--- src/hw/rtl/cbps_pkg.sv ---
// Shared types, constants and helpers for the class-boosted priority scheduler.
package cbps_pkg;

  localparam int NUM_CLASSES = 32;
  localparam int QUEUE_DEPTH = 16;

  localparam int CMD_W  = 2;
  localparam int CLS_W  = $clog2(NUM_CLASSES);
  localparam int TAG_W  = 16;
  localparam int AMT_W  = 21;
  localparam int STAT_W = 2;
  localparam int SLOT_W = $clog2(QUEUE_DEPTH);
  localparam int CNT_W  = $clog2(QUEUE_DEPTH + 1);
  localparam int ADDR_W = CLS_W + SLOT_W;
  localparam int WAIT_W = $clog2(NUM_CLASSES + 1);

  localparam int IN_W  = 48;
  localparam int OUT_W = 24;

  typedef enum logic [CMD_W-1:0] {
    CMD_ENQ   = 2'd0,
    CMD_BOOST = 2'd1,
    CMD_SERVE = 2'd2,
    CMD_NOP   = 2'd3
  } cmd_e;

  typedef enum logic [STAT_W-1:0] {
    ST_DONE   = 2'd0,
    ST_SERVED = 2'd1,
    ST_EMPTY  = 2'd2,
    ST_FULL   = 2'd3
  } status_e;

  typedef enum logic [2:0] {
    OP_NONE,
    OP_ENQ,
    OP_BOOST,
    OP_REMOVE,
    OP_SCAN
  } cell_op_e;

  typedef enum logic [2:0] {
    S_IDLE,
    S_EXEC,
    S_SRCH,
    S_RDTAG,
    S_RDLAST,
    S_SCAN,
    S_RESP
  } state_e;

  typedef struct packed {
    cell_op_e              op;
    logic [CLS_W-1:0]      cls;
    logic signed [31:0]    prio;
    logic [31:0]           arr;
    logic [SLOT_W-1:0]     slot;
    logic signed [AMT_W-1:0] amount;
  } cell_ctl_t;

  typedef struct packed {
    logic                  valid;
    logic signed [32:0]    val;
    logic [31:0]           arr;
    logic [CLS_W-1:0]      cls;
    logic [SLOT_W-1:0]     slot;
  } chain_t;

  typedef struct packed {
    logic signed [31:0]    prio;
    logic [31:0]           arr;
    logic [TAG_W-1:0]      tag;
  } entry_t;

  function automatic logic signed [31:0] sat32(input logic signed [33:0] v);
    logic signed [33:0] hi;
    logic signed [33:0] lo;
    hi = 34'sh0_7FFF_FFFF;
    lo = -34'sh0_8000_0000;
    if (v > hi) begin
      return 32'sh7FFF_FFFF;
    end else if (v < lo) begin
      return 32'sh8000_0000;
    end
    return v[31:0];
  endfunction

endpackage

--- src/hw/rtl/cbps_cell.sv ---
// One class cell: count, boost, cached best entry and one stage of the search chain.
module cbps_cell
  import cbps_pkg::*;
(
  input  logic                     clk_i,
  input  logic                     rst_ni,
  input  logic [CLS_W-1:0]         cell_idx_i,
  input  cell_ctl_t                ctl_i,
  input  chain_t                   chain_i,
  output chain_t                   chain_o,
  output logic [CNT_W-1:0]         count_o,
  output logic signed [31:0]       boost_o
);

  logic [CNT_W-1:0]   count_q, count_d;
  logic signed [31:0] boost_q, boost_d;
  logic               bvld_q, bvld_d;
  logic signed [31:0] bprio_q, bprio_d;
  logic [31:0]        barr_q, barr_d;
  logic [SLOT_W-1:0]  bslot_q, bslot_d;
  chain_t             chain_q, chain_d;
  chain_t             mine;
  logic               hit, cand_better, take_mine;

  assign hit = (ctl_i.cls == cell_idx_i);
  // Within a class the boost is common, so compare stored priorities directly.
  assign cand_better = !bvld_q || (ctl_i.prio > bprio_q) ||
                       ((ctl_i.prio == bprio_q) && (ctl_i.arr < barr_q));

  always_comb begin
    count_d = count_q;
    boost_d = boost_q;
    bvld_d  = bvld_q;
    bprio_d = bprio_q;
    barr_d  = barr_q;
    bslot_d = bslot_q;
    unique case (ctl_i.op)
      OP_ENQ: begin
        if (hit) begin
          count_d = count_q + CNT_W'(1);
          if (cand_better) begin
            bvld_d  = 1'b1;
            bprio_d = ctl_i.prio;
            barr_d  = ctl_i.arr;
            bslot_d = ctl_i.slot;
          end
        end
      end
      OP_SCAN: begin
        if (hit && cand_better) begin
          bvld_d  = 1'b1;
          bprio_d = ctl_i.prio;
          barr_d  = ctl_i.arr;
          bslot_d = ctl_i.slot;
        end
      end
      OP_BOOST: begin
        if (hit) begin
          boost_d = sat32(34'(boost_q) + 34'(ctl_i.amount));
        end
      end
      OP_REMOVE: begin
        if (hit) begin
          count_d = count_q - CNT_W'(1);
          bvld_d  = 1'b0;
        end
      end
      default: begin
      end
    endcase
  end

  // Pass the better of the incoming candidate and this class's head down the chain.
  always_comb begin
    mine.valid = bvld_q;
    mine.val   = 33'(bprio_q) + 33'(boost_q);
    mine.arr   = barr_q;
    mine.cls   = cell_idx_i;
    mine.slot  = bslot_q;
    take_mine  = bvld_q && (!chain_i.valid || (mine.val > chain_i.val) ||
                 ((mine.val == chain_i.val) && (mine.arr < chain_i.arr)));
    chain_d    = take_mine ? mine : chain_i;
  end

  always_ff @(posedge clk_i or negedge rst_ni) begin
    if (!rst_ni) begin
      count_q <= '0;
      boost_q <= '0;
      bvld_q  <= 1'b0;
      bprio_q <= '0;
      barr_q  <= '0;
      bslot_q <= '0;
      chain_q <= '0;
    end else begin
      count_q <= count_d;
      boost_q <= boost_d;
      bvld_q  <= bvld_d;
      bprio_q <= bprio_d;
      barr_q  <= barr_d;
      bslot_q <= bslot_d;
      chain_q <= chain_d;
    end
  end

  assign chain_o = chain_q;
  assign count_o = count_q;
  assign boost_o = boost_q;

endmodule

--- config.mk ---
export PLATFORM = sky130hd
export DESIGN_NAME = cbps_cell
export DESIGN_NICKNAME = d
export VERILOG_FILES = /design/src/hw/rtl/cbps_pkg.sv /design/src/hw/rtl/cbps_cell.sv
export SDC_FILE = /design/constraint.sdc
export NUM_CORES = 1
export LEC_CHECK = 0
export ABC_AREA = 1
export BUFFER_PORTS_ARGS = -buffer_cell sky130_fd_sc_hd__clkbuf_2
export CORE_ASPECT_RATIO = 1.1
export CORE_MARGIN = 8
export CORE_UTILIZATION = 54
export CTS_CLUSTER_DIAMETER = 40
export DETAILED_ROUTE_END_ITERATION = 6
export PLACE_DENSITY = 0.86
export SYNTH_ARGS = -nofsm -noshare
export SYNTH_HDL_FRONTEND = slang
export SYNTH_SLANG_ARGS = --single-unit
--- constraint.sdc ---
create_clock -name clk_i -period 4.8 [get_ports clk_i]
set_clock_uncertainty 0.2 [all_clocks]
set_input_delay 0.24 -clock clk_i [delete_from_list [all_inputs] [get_ports clk_i]]
set_output_delay 0.24 -clock clk_i [all_outputs]
set_load 0.005 [all_outputs]
# Word level (Yosys, flattened, before mapping)

Cells that the tools add are included.

$add $sub $neg: 4
$mul: 0
Div/mod/pow operators: 0
Order comparisons: 6
Equality and inequality tests: 11
Shifts and indexed selects: 0
Muxes and demuxes: 28
Bitwise gates (word level): 0
Reductions and logical operators: 17

Operators by type and width:

| kind                 | count |
|---|---|
| $mux 32              | 9 |
| $pmux 32 s2          | 2 |
| $mux 75              | 1 |
| $lt 32x32->1         | 2 |
| $add 32x21->33       | 1 |
| $add 32x32->33       | 1 |
| $eq 33x33->1         | 1 |
| $gt 33x32->1 const B | 1 |
| $gt 33x33->1         | 1 |
| $lt 33x32->1 const B | 1 |
| $eq 32x32->1         | 1 |
| $gt 32x32->1         | 1 |
| $mux 4               | 3 |
| $mux 5               | 2 |
| $pmux 5 s2           | 1 |
| $mux 1               | 8 |
| $ne 2x2->1 const B   | 4 |
| $pmux 4 s2           | 1 |
| $eq 3x2->1 const B   | 2 |
| $add 5x1->5 const B  | 1 |
| $eq 5x5->1           | 1 |
| $reduce_and 5->1     | 1 |
| $sub 5x1->5 const B  | 1 |
| $logic_and 1x1->1    | 4 |
| other kinds (10)     | 15 |

Bits in registers: 181
Bits in latches: 0
Memory bits (writable): 0
ROM bits: 0
Output and inout port bits: 112
Memories kept: 0

# Longest topological paths before layout

Depth in word-level cells: 7
Mapped depth: 30

# Worst setup path after synthesis

No wires, ideal clock.

Path kind: register -> register
From: register boost_q[0] (netlist: boost_o[0])
To: register chain_q (netlist bit chain_o[58])
Setup time: 0.117 ns
Data arrival time: 3.452 ns
Data required time: 4.483 ns
Slack: 1.031 ns
Cell stages (with the launch flop): 28
Period minus slack after synthesis: 3.769 ns
Cells stage by stage: dfrtp_1 > ha_1 > fa_1 > nand3_1 > nand3_1 > a21oi_1 > inv_1 > nand2_1 > nand2_1 > nand2_1 > o211ai_1 > xor2_1 > ha_1 > nand2_1 > nor2_1 > nand2_1 > nor2_2 > nand3b_1 > nand3_1 > nand2_1 > nand2_1 > nand2_2 > nand3_4 > nand2_2 > buf_8 > buf_6 > nand2_1 > nand2_1

RTL lines:

| item                   | RTL line         | RTL |
|---|---|---|
| start, declared        | cbps_cell.sv:16  | `logic signed [31:0] boost_q, boost_d;` |
| start signal, assigned | cbps_cell.sv:96  | `boost_q <= boost_d;` |
| end signal, assigned   | cbps_cell.sv:101 | `chain_q <= chain_d;` |
| end, declared          | cbps_cell.sv:21  | `chain_t chain_q, chain_d;` |

==> results by group <==
Layout
  • Post-route non-filler standard cell count: 2,882
  • Filler instances: 2,211
  • Area delta synth->final: 24.7%
  • Layout cells sized above 1: 0.165
  • Final net count: 2,879

STA
  • Crit share post-route: 0.916
  • Fmax: 227 MHz
  • Final setup vio count: 0
  • Crit path time final: 4.40 ns
  • Final Max Slew Viols: 0
  • Final setup TNS: 0 ns
  • Hold Vio Cnt, Final: 0
  • Hold WS: 0.0413 ns
  • Measured slew at the worst slew-check pin: 0.914 ns
  • Slew HR: 0.391
  • RSZ-0062 raised after global routing: false

Setup path
  • Max Fanout on Critical Path: 50
  • CP most frequent cell: nand2_1
  • Crit path max-delay cell type: dfrtp_1
  • Critical Path Source Type: register
  • Critical Path AT: 4.58 ns
  • R2R cell count: 26
  • Required time of the critical path: 4.98 ns
  • Reg-to-Reg End: chain_o[5]
  • Origin of the critical flop-to-flop path: boost_o[0]
  • Reg2reg setup slack: 0.40 ns
  • CP endpoint kind: register
  • Crit path kind: reg2reg
  • Crit path largest cell delay: 0.44 ns

Pwr
  • Leakage power: 10.5 nW
  • Pwr dens: 414 nW/um^2
  • Worst VDD drop: 0.291 mV

Drt
  • Vias per cell: 5.61
  • Post-route DRC: 0
  • Via count: 16,176
  • Drt pass-1 iters: 6
  • Final WL: 51.3 mm
  • Post-DRT Antenna Nets: 0
  • Wire per inst: 17.8 um
  • Starting DRT DRC Count: 1,633

Global route
  • Initial antenna violation count: 1
  • Largest net degree at the start of global routing: 97
  • Total gr overflow: 0
  • GRT Total Usage: 0.304
  • Vias in the first global route: 16,376
  • First-pass GRT wire length: 82.5 mm

Run status
  • Status: finished, final reports clean

Clock tree
  • Worst-Skew Late Latency: 0.45 ns
  • Root Driver: clkbuf_16
  • Setup Buffers After CTS: 0
  • CTS buffer count: 17
  • Worst-path clk slew: 0.07 ns
  • Clk buf depth: 2
  • CTS tree: yes
  • Sink Count: 181
  • H-tree levels: 4

Min path
  • Worst hold start: ctl_i[0]
  • Hold EP: boost_o[0]
  • Hold depth: 4
  • Hold WC Path Type: in2reg

Die
  • Initial core utilization: 0.544
  • # IOs: 291
  • Die area: 33,400 sq um
  • Die W: 175 um
  • Core box area: 27,600 sq um
  • Die Ht: 191 um
  • Num rows: 64

Synthesis
  • Register area share after synthesis: 0.301
  • Top cell type by total area after synthesis: dfrtp_1
  • Yosys warning count: 0
  • Count leader, synth: nand2_1
  • Count of cell types in the netlist: 45
  • Post-synth ARST share: 1.00
  • Ys flop type: dfrtp_1
  • Syn nets: 2,464
  • FF+latch count, synth: 181
  • Synth top area share: 0.301
  • Synth Cell Area: 15,000 sq um
  • Syn Inst Count: 2,088
  • Post-synth EDFFs: 0
  • Area contributors post-synth: dfrtp_1, ha_1, nand2_1
  • Syn Area/Cell: 7.20 sq um
  • Ranking of synthesized cells by instance count: nand2_1, inv_1, nand3_1

Placement
  • Dpl cells: 2,698
  • Hpwl dp: 37.4 mm
  • GPL Wtd Cong: 1.00
  • I/O Buffers: 290

Flow run
  • Max cap viols: 0
[logic make-up after synthesis]
logic type,after synthesis,share of synthesized area
simple gates,1059,0.300
fa+ha+maj,197,0.165
compound gates,270,0.107
xor+xnor,57,0.0332
buf+inv,324,0.0937
flops,181,0.301
[worst max-delay path: cells and delay by family, from the launching register on]
family,cells,cell delay (ns)
adder cells (fa/ha/maj),3,0.97
flip-flops,1,0.44
AND/OR/NAND/NOR,22,2.33
buffers and inverters,1,0.37
[registers in the layout, summed over array words and instances, names as in the netlist]
name and cells:
boost_o 32, count_o 5, bslot_q 4, barr_q 32, bprio_q 32, bvld_q 1, chain_o 75
[per-layer routing]
metal	up-vias	global-route usage	routed length, um	part of all wire
met5	-	0	0	0
met1	7495	0.348	19400	0.38
met2	863	0.540	25500	0.50
met3	209	0.0567	3930	0.077
li1	7609	-	-	-
met4	0	0.150	2520	0.049
[repair_timing]
| action | 4_1_cts | 5_1_grt |
|---|---|---|
| hold buffers | 149 | 0 |
| endpoints found under the setup margin | 0 | 50 |
| resized for setup | 0 | 4 |
| hold endpoints to repair | 228 | 0 |
[worst max-delay path by stage]
stage / start / cells past startpoint / endpoint / slack [ns]
final: boost_o[0] / 26 / chain_o[5] / 0.40
after global routing: boost_o[14] / 26 / chain_o[5] / 0.01
after CTS: boost_o[0] / 25 / chain_o[65] / 0.27
after detailed placement: boost_o[0] / 25 / chain_o[65] / 0.29
after global placement: boost_o[0] / 25 / chain_o[0] / 0.54
after floorplan: boost_o[0] / 27 / chain_o[58] / 1.03
[through the flow]
stage	utilization	instance area [sq um]	power, W	setup slack [ns]
floorplan	-	15000	0.00493	1.03
global placement	0.603	16700	0.00600	0.536
detailed placement	0.603	16700	0.00613	0.289
CTS	0.678	18700	0.00764	0.271
global route	0.678	18700	0.00836	0.0120
finish	0.678	18700	0.00776	0.403
[report_power, final]
part / internal, W / switching, W / total (W)
registers: 0.00195 / 0.000362 / 0.00232
clock network: 0.000760 / 0.000633 / 0.00139
logic: 0.00149 / 0.00256 / 0.00405
total: 0.00421 / 0.00355 / 0.00776
[final cells by class]
class / instances / area (sq um) / share of cell area
Sequential cell: 181 / 4530 / 0.242
Antenna cell: 3 / 7.51 / 0.000401
Multi-Input combinational cell: 1583 / 9110 / 0.486
Timing Repair Buffer: 451 / 3060 / 0.163
Clock buffer: 22 / 474 / 0.0253
Clock inverter: 10 / 96.3 / 0.00514
Tap cell: 363 / 454 / 0.0242
Inverter: 269 / 1010 / 0.0539
[placed cells by master (no fill, tap or decap), types with 4 or more instances in the layout]
master	count
clkbuf_16	17
nand4_1	22
a21oi_2	35
o21ai_0	50
buf_4	9
nor3_2	5
ha_1	194
nor3_1	20
dlygate4sd3_1	149
o21bai_1	9
inv_1	267
clkbuf_8	4
nand2_1	615
nand2_2	23
o21a_1	9
clkbuf_2	289
xor2_1	45
a21oi_1	138
o21ai_1	5
a21o_1	9
nand3b_1	8
nor2_1	150
xnor2_1	12
nand3_1	200
dfrtp_1	180
Power figures use the tool's default switching activity.
